--- src/rtl/ftb_pkg.sv ---
// ftb_pkg: shared types and constants for the per-flow token bucket policer.
// Used by ftb_ctrl, ftb_datapath, the top level and the checker.
package ftb_pkg;

   localparam int FLOWS_DEFAULT    = 1024;
   localparam int FLOW_W           = 10;
   localparam int TIME_W           = 64;
   localparam int LEVEL_W          = 30;
   localparam int CSR_W            = 20;
   localparam int CSR_IDX_W        = 1;
   localparam int ELAPSED_W        = 33;
   localparam int PROD_W           = ELAPSED_W + CSR_W;
   localparam int SUM_W            = PROD_W + 1;
   localparam int MILLI_W          = 10;

   localparam logic [MILLI_W-1:0]   MILLI_PER_PACKET = MILLI_W'(1000);
   localparam logic [CSR_W-1:0]     RATE_RESET       = CSR_W'(1000);
   localparam logic [CSR_W-1:0]     BURST_RESET      = CSR_W'(2000);
   localparam logic [LEVEL_W-1:0]   CAP_RESET        = LEVEL_W'(2000000);
   localparam logic [ELAPSED_W-1:0] ELAPSED_MAX      = {1'b1, 32'h0};

   localparam logic [CSR_IDX_W-1:0] CSR_RATE  = 1'b0;
   localparam logic [CSR_IDX_W-1:0] CSR_BURST = 1'b1;

   typedef enum logic [2:0] {
      ST_CLEAR,
      ST_IDLE,
      ST_LOOKUP,
      ST_MULT,
      ST_UPDATE
   } state_type;

   typedef struct packed {
      logic clear_wr;
      logic capture;
      logic lookup;
      logic mult;
      logic commit;
   } dp_cmd_type;

   typedef struct packed {
      logic clear_last;
      logic slot_free;
   } dp_status_type;

   typedef struct packed {
      logic               primed;
      logic [LEVEL_W-1:0] level;
      logic [TIME_W-1:0]  last_ms;
   } entry_type;

endpackage

--- src/rtl/ftb_ctrl.sv ---
// ftb_ctrl: sequencer for the policer (clear pass, accept, lookup, multiply, update).
// Depends on ftb_pkg; drives ftb_datapath through dp_cmd_type.
module ftb_ctrl (
   input  logic                   clock,
   input  logic                   reset,
   input  logic                   req_valid,
   output logic                   req_stall,
   input  ftb_pkg::dp_status_type status,
   output ftb_pkg::dp_cmd_type    cmd
);
   import ftb_pkg::*;

   state_type state_ff, state_in;

   always_ff @(posedge clock) begin
      if (reset) begin
         state_ff <= ST_CLEAR;
      end else begin
         state_ff <= state_in;
      end
   end

   always_comb begin
      state_in = state_ff;
      case (state_ff)
         ST_CLEAR: begin
            if (status.clear_last) state_in = ST_IDLE;
         end
         ST_IDLE: begin
            if (req_valid) state_in = ST_LOOKUP;
         end
         ST_LOOKUP: state_in = ST_MULT;
         ST_MULT:   state_in = ST_UPDATE;
         ST_UPDATE: begin
            if (status.slot_free) state_in = ST_IDLE;
         end
         default:   state_in = ST_CLEAR;
      endcase
   end

   always_comb begin
      cmd       = '0;
      req_stall = 1'b1;
      case (state_ff)
         ST_CLEAR:  cmd.clear_wr = 1'b1;
         ST_IDLE: begin
            req_stall   = 1'b0;
            cmd.capture = req_valid;
         end
         ST_LOOKUP: cmd.lookup = 1'b1;
         ST_MULT:   cmd.mult   = 1'b1;
         ST_UPDATE: cmd.commit = status.slot_free;
         default:   cmd = '0;
      endcase
   end

endmodule

--- config.mk ---
export PLATFORM = sky130hd
export DESIGN_NAME = ftb_ctrl
export DESIGN_NICKNAME = d
export VERILOG_FILES = /design/src/rtl/ftb_pkg.sv /design/src/rtl/ftb_ctrl.sv
export SDC_FILE = /design/constraint.sdc
export NUM_CORES = 1
export LEC_CHECK = 0
export BUFFER_PORTS_ARGS = -buffer_cell sky130_fd_sc_hd__buf_2
export CAP_MARGIN = 25
export CORE_AREA = 5 5 42 44
export DETAILED_ROUTE_END_ITERATION = 12
export DIE_AREA = 0 0 47 49
export PLACE_DENSITY_LB_ADDON = 0.08
export SYNTH_ARGS = -nofsm -noshare
export SYNTH_HDL_FRONTEND = slang
export SYNTH_SLANG_ARGS = --single-unit
--- constraint.sdc ---
create_clock -name clock -period 1.65 [get_ports clock]
set_input_delay 0.165 -clock clock [delete_from_list [all_inputs] [get_ports clock]]
set_output_delay 0.165 -clock clock [all_outputs]
set_load 0.005 [all_outputs]
==> impl_metrics.tcl, run 1 <==
set metrics [dict create \
    status "completed" \
    worst-setup-path-type "flop to primary output" \
    synthTopCellsByArea "dfxtp_1 30%, nor4bb_4 13%, nor2_1 9.4%" \
    clk_pin_slew_worst_paths_ns 0.03 \
    cts_tree "yes" \
    crit_fanout 9 \
    routabilityCongestion 0.653 \
    drt-wirelength-per-cell_microns 9.84 \
    drc_errors 0 \
    insertion_delay_ns 0.23 \
    path_buf_inv 1 \
    vias_per_cell 3.90 \
    die_w_microns 47 \
    dr.pass1.iters 2 \
    critPathCaptureType "primary output" \
    cpMaxStageDelayCell "dfxtp_1" \
    hold_path_class "primary input to flop" \
    tightest_slew_ns 0.343 \
    cts_setup_buffers 0 \
    hold_violations 0 \
    largest_register_ffs 3 \
    grt_pass1_vias 210 \
    max_freq_mhz 682 \
    crit_arrival_ns 1.30 \
    grt_setup_unrepaired "false" \
    finalSetupViolCount 0 \
    portBuffers 10 \
    synth_cell_type_count 16 \
    final_common_cell "buf_2" \
    ctsHoldBuffers 0 \
    ios 11 \
    regMostFlops "state_ff" \
    ant_nets 0 \
    top_regs "state_ff: 3 flops" \
    synth_top_cell_by_area "dfxtp_1" \
    drv_slew 0 \
    grt.total_usage 0.0493 \
    dp_cells 47 \
    fin_nets 41 \
    fp-row-count 14 \
    synth_area_per_cell_sq_um 8.70 \
    synth.cell_area_sq_um 200 \
    yosysWarnings 0 \
    synth.net_count 28 \
    dp_hpwl_microns 384 \
    die_y_microns 49 \
    design_area_sq_um 278 \
    irDropWorstVdd_uv 270 \
    grt-ovfl-total 0 \
    routed_wirelength_microns 502 \
    numCtsBuffers 3 \
    required_ns 1.48 \
    root_buffer "clkbuf_4" \
    grt_pass1_wl_microns 772 \
    cts_resized 0 \
    clockBufferDepth 2 \
    leakage_nw 0.124 \
    cellPowerDensity_nw_per_um2 906 \
    vias 199 \
    coreArea_sq_um 1400 \
    critPathTopFamily "simple AND/OR/NAND/NOR gates" \
    maxSlewHeadroom 0.771 \
    crit_chain "or3b_1 -> nor2_1 -> buf_2" \
    max_stage_delay_ns 0.48 \
    syn_to_final_growth_pct 38.7 \
    yosysTopAreaCellShare 0.300 \
    critPathLaunchType "flop" \
    min_period_ns 1.47 \
    synthCells 23 \
    layout-drive-gt1-share 0.429 \
    fin_util 0.198 \
    hold_ws_ns 0.131 \
    final_cells 51 \
    grt_max_degree 10 \
    place_area_sq_um 251 \
    initialDrtViolationCount 3 \
    fin_setup_tns_ns 0 \
    grt_antenna_before_repair 0 \
    drv_cap 0 \
    synth-seq-area-share 0.300 \
    fill_cells 177 \
    dieArea_sq_um 2300 \
    final_cell_mix "10 x buf_2, 5 x nor2_1, 3 x clkbuf_4, 3 x dfxtp_1, 2 x nor3_1" \
    skew_ns 0.000751 \
    start_util 0.143 \
    diodes 0 \
    ys_seq_elements 3 \
    htreeDepth 1 \
    cts_sinks 3 \
    post-route-period-util 0.889 \
]
[worst register-to-register path, delay by kind of cell, from the launching register on]
kind	cells	cell delay (ns)
multiplexers	1	0.38
flip-flops	1	0.51
AND/OR/NAND/NOR	1	0.11
[power by group]
part | switching, mW | total, mW | internal, mW
Clock | 0.0354 | 0.126 | 0.0905
Combinational | 0.0159 | 0.0375 | 0.0216
Sequential | 0.0108 | 0.0883 | 0.0775
[layout make-up]
cell class,instances,area [sq um],share of cell area
clock buffer,4,26.3,0.0946
inverter,1,3.75,0.0135
multi-input combinational,17,118,0.423
sequential,3,60.1,0.216
tap,16,20.0,0.0721
timing repair buffer,10,50.0,0.180
[through the flow]
step                      setup slack [ns]  power [mW]
after CTS                            0.163       0.261
after floorplan                      0.552       0.114
final                                0.183       0.252
after global placement               0.423       0.128
after detailed placement             0.417       0.128
after global routing                 0.119       0.273
[path summary, 6_finish.rpt]
kind	start	end	slack, ns	cells past startpoint
min reg2reg	state_ff[2]	state_ff[1]	0.56	1
max	state_ff[0]	cmd[3]	0.18	3
min	reset	state_ff[2]	0.13	2
max reg2reg	state_ff[1]	state_ff[1]	0.57	2
[metal layers]
layer / track usage / vias to the layer above / share of wire
met5: 0 / - / 0
met1: 0.0462 / 89 / 0.43
met3: 0.0221 / 0 / 0.072
met2: 0.0701 / 5 / 0.49
li1: - / 105 / -
met4: 0.0553 / 0 / 0
[logic make-up after synthesis]
kind of cell           share of synthesized area
buffers and inverters                      0.112
AOI/OAI and AO/OA                         0.0812
DFF                                        0.300
muxes                                     0.0562
and+or+nand+nor                            0.450
[synth_stat cells]
master / number
nor2_1: 5
dfxtp_1: 3
nor3_1: 2
a21oi_1: 1
a31oi_1: 1
and2_1: 1
and3b_1: 1
buf_4: 1
buf_6: 1
inv_1: 1
mux2_2: 1
nand2_1: 1
nor4b_1: 1
nor4bb_4: 1
o21ai_0: 1
or3b_1: 1
Note: power is estimated with default switching activity, not from simulation.
==> inputs of run 2 (changes only) <==
--- a/config.mk
+++ b/config.mk
@@ -5,6 +5,7 @@
 export SDC_FILE = /design/constraint.sdc
 export NUM_CORES = 1
 export LEC_CHECK = 0
+export ABC_AREA = 1
 export BUFFER_PORTS_ARGS = -buffer_cell sky130_fd_sc_hd__buf_2
 export CAP_MARGIN = 25
 export CORE_AREA = 5 5 42 44
==> run 2 against run 1 <==
  * Critical path type unchanged
  * Register-to-register slack gained 0.03 ns
  * First-iteration DRC count shrank 100%
  * Largest cell class unchanged
  * Non-clock buffer count is the same
  * Fmax grew 12%
  * Utilization grew 1.5 points
  * Hold slack lost 0.010 ns
  * Highest routed layer is now met4
==> impl_metrics.tcl, run 2 <==
set metrics [dict create \
    largest_register_ffs 3 \
    portBuffers 10 \
    hold_ws_ns 0.121 \
    fill_cells 180 \
    final_cell_mix "10 x buf_2, 8 x inv_1, 4 x nand3_1, 4 x nor2_1" \
    insertion_delay_ns 0.23 \
    dp_hpwl_microns 452 \
    cts_sinks 3 \
    drc_errors 0 \
    status "completed" \
    synth_top_cell_by_area "dfxtp_1" \
    grt_antenna_before_repair 0 \
    required_ns 1.48 \
    vias_per_cell 3.89 \
    fin_setup_tns_ns 0 \
    critPathCaptureType "primary output" \
    synth.cell_area_sq_um 203 \
    min_period_ns 1.31 \
    ys_async_sr_fraction 0 \
    cts_tree "yes" \
    irDropWorstVdd_uv 229 \
    leakage_nw 0.168 \
    coreArea_sq_um 1400 \
    min_path_cells 2 \
    initialDrtViolationCount 0 \
    clk_pin_slew_worst_paths_ns 0.04 \
    finalSetupViolCount 0 \
    final_cells 61 \
    synth_edf_count 0 \
    critPathLaunchType "flop" \
    vias 237 \
    synth.net_count 36 \
    die_w_microns 47 \
    dieArea_sq_um 2300 \
    synth_area_per_cell_sq_um 6.54 \
    root_buffer "clkbuf_4" \
    drv_cap 0 \
    design_area_sq_um 299 \
    layout-drive-gt1-share 0.400 \
    max_freq_mhz 766 \
    die_y_microns 49 \
    start_util 0.145 \
    hold_path_class "primary input to flop" \
    final_common_cell "buf_2" \
    synth_ff_type "dfxtp_1" \
    synth_most_common_cell "inv_1" \
    hold_violations 0 \
    dr.pass1.iters 1 \
    syn_to_final_growth_pct 47.5 \
    ant_nets 0 \
    numCtsBuffers 3 \
    routed_wirelength_microns 532 \
    grt-ovfl-total 0 \
    diodes 0 \
    fin_nets 51 \
    synth-seq-area-share 0.296 \
    synth_common_cells "8 x inv_1, 4 x nand3_1, 4 x nor2_1" \
    yosysWarnings 0 \
    grt_setup_unrepaired "false" \
    cts_setup_buffers 0 \
    synthCells 31 \
    maxSlewHeadroom 0.855 \
    grt_pass1_wl_microns 938 \
    grt_max_degree 8 \
    crit_fanout 5 \
    tightest_slew_ns 0.216 \
    top_regs "state_ff: 3 flops" \
    post-route-period-util 0.791 \
    htreeDepth 1 \
    synthTopCellsByArea "dfxtp_1 30%, inv_1 15%, nand3_1 9.9%" \
    place_area_sq_um 273 \
    routabilityCongestion 0.663 \
    synth_cell_type_count 14 \
    grt.total_usage 0.0597 \
    clockBufferDepth 2 \
    drt-wirelength-per-cell_microns 8.72 \
    drv_slew 0 \
    crit_arrival_ns 1.14 \
    worst-setup-path-type "flop to primary output" \
    ctsHoldBuffers 0 \
    regMostFlops "state_ff" \
    fp-row-count 14 \
    skew_ns 0.00133 \
    ios 11 \
    dp_cells 57 \
    grt_pass1_vias 245 \
    yosysTopAreaCellShare 0.296 \
    r2r_cells 5 \
    cts_resized 0 \
    ys_seq_elements 3 \
    cellPowerDensity_nw_per_um2 954 \
]
==> run 2: worst paths after layout <==
| kind | to | slack [ns] | startpoint |
|---|---|---|---|
| max | cmd[0] | 0.34 | state_ff[2] |
| min | state_ff[1] | 0.12 | reset |
| max reg2reg | state_ff[0] | 0.60 | state_ff[1] |
| min reg2reg | state_ff[2] | 0.59 | state_ff[1] |
==> run 2: layer usage <==
| layer | routed length, microns | global-route usage | up-vias |
|---|---|---|---|
| li1 | - | - | 124 |
| met1 | 199 | 0.0546 | 105 |
| met2 | 280 | 0.0860 | 6 |
| met3 | 43 | 0.0258 | 2 |
| met4 | 8 | 0.0691 | 0 |
| met5 | 0 | 0 | - |
==> run 2: power breakdown <==
| part | internal (mW) | total [mW] | switching (mW) |
|---|---|---|---|
| logic | 0.0310 | 0.0702 | 0.0392 |
| clock network | 0.0905 | 0.127 | 0.0360 |
| registers | 0.0793 | 0.0887 | 0.00938 |
| total | 0.201 | 0.285 | 0.0846 |
==> run 2: critical path, cell delays in order (launching register included) <==
cell and delay (ns):
dfxtp_1 0.42, inv_1 0.10, nor4_1 0.23, buf_2 0.16
==> run 2: cell type report <==
class	count	area, sq um	share of cell area
Inverter	9	33.8	0.113
Sequential cell	3	60.1	0.201
Timing Repair Buffer	10	50.0	0.167
Multi-Input combinational cell	19	109	0.364
Tap cell	16	20.0	0.0669
Clock buffer	4	26.3	0.0879
==> run 2: cell families (layout without fill, tap and decap cells) <==
logic type | after synthesis | after routing | synth area share
compound gates | 2 | 2 | 0.0494
buf+inv | 9 | 23 | 0.167
flops | 3 | 3 | 0.296
simple gates | 17 | 17 | 0.488
==> run 2: per-stage QoR <==
stage / power, mW / setup slack (ns) / utilization
after floorplan: 0.135 / 0.726 / -
after global placement: 0.163 / 0.615 / 0.195
after detailed placement: 0.162 / 0.580 / 0.195
after CTS: 0.295 / 0.323 / 0.213
after global routing: 0.314 / 0.256 / 0.213
final: 0.285 / 0.345 / 0.213
==> inputs of run 3 (changes only) <==
==> constraint.sdc (replaced) <==
create_clock -name clock -period 1.07 [get_ports clock]
set_input_delay 0.107 -clock clock [delete_from_list [all_inputs] [get_ports clock]]
set_output_delay 0.107 -clock clock [all_outputs]
set_load 0.005 [all_outputs]
==> run 3 against run 2 <==
  * The flow now finishes with violations (setup timing)
  * Global-route usage down 0.48 points
  * Via count down 0.84%
  * Sequential share of layout area up 0.95 points
  * Highest routed layer unchanged
  * Largest power group unchanged
  * Critical endpoint is now cmd[3]
  * Final area up 5.4%
  * Critical path depth up 2
  * Utilization up 1.2 points
  * Flip-flop and latch count unchanged
  * Register-to-register slack worse by 0.48 ns
  * Worst setup slack worse by 0.37 ns
==> impl_metrics.tcl, run 3 (same netlist as run 2, synthesis figures left out) <==
set metrics [dict create \
    grt-ovfl-total 0 \
    htreeDepth 1 \
    crit_arrival_ns 0.98 \
    syn_to_final_growth_pct 55.6 \
    dp_hpwl_microns 440 \
    total_power_mw 0.450 \
    ios 11 \
    largest_register_ffs 3 \
    top_regs "state_ff: 3 flops" \
    r2r-start "state_ff[1]" \
    tightest_slew_ns 0.200 \
    grt.total_usage 0.0549 \
    pwr-share-seq 0.301 \
    fin_setup_tns_ns -0.0215 \
    grt_max_degree 8 \
    numCtsBuffers 3 \
    hold_path_class "primary input to flop" \
    dp_cells 57 \
    routed_wirelength_microns 528 \
    final_cell_mix "10 x buf_2, 8 x inv_1, 4 x nand3_1, 3 x nor2_1, 3 x clkbuf_4" \
    ant_nets 0 \
    clk_pin_slew_worst_paths_ns 0.04 \
    vias_per_cell 3.79 \
    dieArea_sq_um 2300 \
    drc_errors 0 \
    switching_share 0.297 \
    drv_cap 0 \
    critPathCaptureType "primary output" \
    final_common_cell "buf_2" \
    worst-setup-path-type "flop to primary output" \
    drt-wirelength-per-cell_microns 8.52 \
    cellPowerDensity_nw_per_um2 1430 \
    fill_cells 178 \
    start_util 0.145 \
    hold_violations 0 \
    max_freq_mhz 916 \
    maxSlewHeadroom 0.865 \
    design_area_sq_um 315 \
    required_ns 0.96 \
    leakage_nw 0.175 \
    cts_tree "yes" \
    crit_fanout 4 \
    pwr-share-clk 0.436 \
    p_switching_mw 0.134 \
    diodes 0 \
    clockBufferDepth 2 \
    status "finished, violations left" \
    p_comb_frac 0.263 \
    root_buffer "clkbuf_4" \
    grt_pass1_vias 244 \
    fp-row-count 14 \
    regMostFlops "state_ff" \
    critPathLaunchType "flop" \
    layout_setup_ws_ns -0.0215 \
    crit_start "state_ff[0]" \
    skew_ns 0.000898 \
    irDropWorstVdd_uv 259 \
    die_w_microns 47 \
    dr.pass1.iters 1 \
    insertion_delay_ns 0.23 \
    min_period_ns 1.09 \
    grt_setup_unrepaired "true" \
    post-route-period-util 1.02 \
    pre_cts_ws_ns 0.0560 \
    initialDrtViolationCount 0 \
    p_int_mw 0.316 \
    fin_nets 52 \
    layout-drive-gt1-share 0.500 \
    die_y_microns 49 \
    final_cells 62 \
    grt_antenna_before_repair 0 \
    min_from "reset" \
    cts_sinks 3 \
    routabilityCongestion 0.668 \
    drv_slew 0 \
    violations "setup timing" \
    portBuffers 10 \
    grt_pass1_wl_microns 855 \
    finalSetupViolCount 1 \
    place_area_sq_um 273 \
    vias 235 \
    coreArea_sq_um 1400 \
]
[run 3: cell types whose count changed in the layout (fill, tap and decap cells not counted)]
cell,change
nor2_1,-1
nor2_2,+1
dfxtp_1,-3
dfxtp_2,+2
buf_4,+1
dfxtp_4,+1
[run 3: metal layers]
layer / GRT usage / vias up / routed length [microns]
met2: 0.0905 / 4 / 304
met5: 0 / - / 0
met1: 0.0395 / 103 / 192
li1: - / 126 / -
met4: 0.0553 / 0 / 4
met3: 0.0295 / 2 / 27
[run 3: per-stage QoR]
stage,utilization,hold slack [ns]
global route,0.225,0.0686
floorplan,-,0.176
CTS,0.223,0.0550
global placement,0.195,0.306
finish,0.225,0.0601
detailed placement,0.195,0.307
[run 3: worst paths after layout]
path                                     to  depth (start not counted)  slack, ns
worst min-delay path            state_ff[1]                          2       0.06
worst max register to register  state_ff[0]                          5       0.12
worst max-delay path                 cmd[3]                          5      -0.02
worst min register to register  state_ff[2]                          2       0.53
[run 3: worst max-delay path, stage by stage, from the launching register on]
cell and delay, ns:
dfxtp_2 0.35, inv_2 0.05, nor2_4 0.10, nand2_2 0.07, nor2_2 0.07, buf_2 0.11
[run 3: cell type report]
class	instances	area (sq um)	area share
multi-input cells	19	111	0.353
flip-flops and latches	3	66.3	0.210
repair buffers	11	57.6	0.183
inverters	9	33.8	0.107
clock buffers	4	26.3	0.0833
well taps	16	20.0	0.0635
[run 3: power groups by stage]
stage	clock [mW]	sequential, mW	combinational [mW]
final	0.196	0.135	0.119
after global routing	0.206	0.138	0.135
after floorplan	0	0.136	0.0721
after detailed placement	0	0.138	0.111
after global placement	0	0.139	0.112
after CTS	0.202	0.135	0.120
[run 3: repair_timing]
| action | CTS | global route |
|---|---|---|
| setup buffers | 1 | 0 |
| hold buffers | 0 | 0 |
| resized for setup | 4 | 1 |
| endpoints found under the setup margin | 5 | 6 |
| hold endpoints to repair | 0 | 0 |
| pin swaps | 1 | 1 |
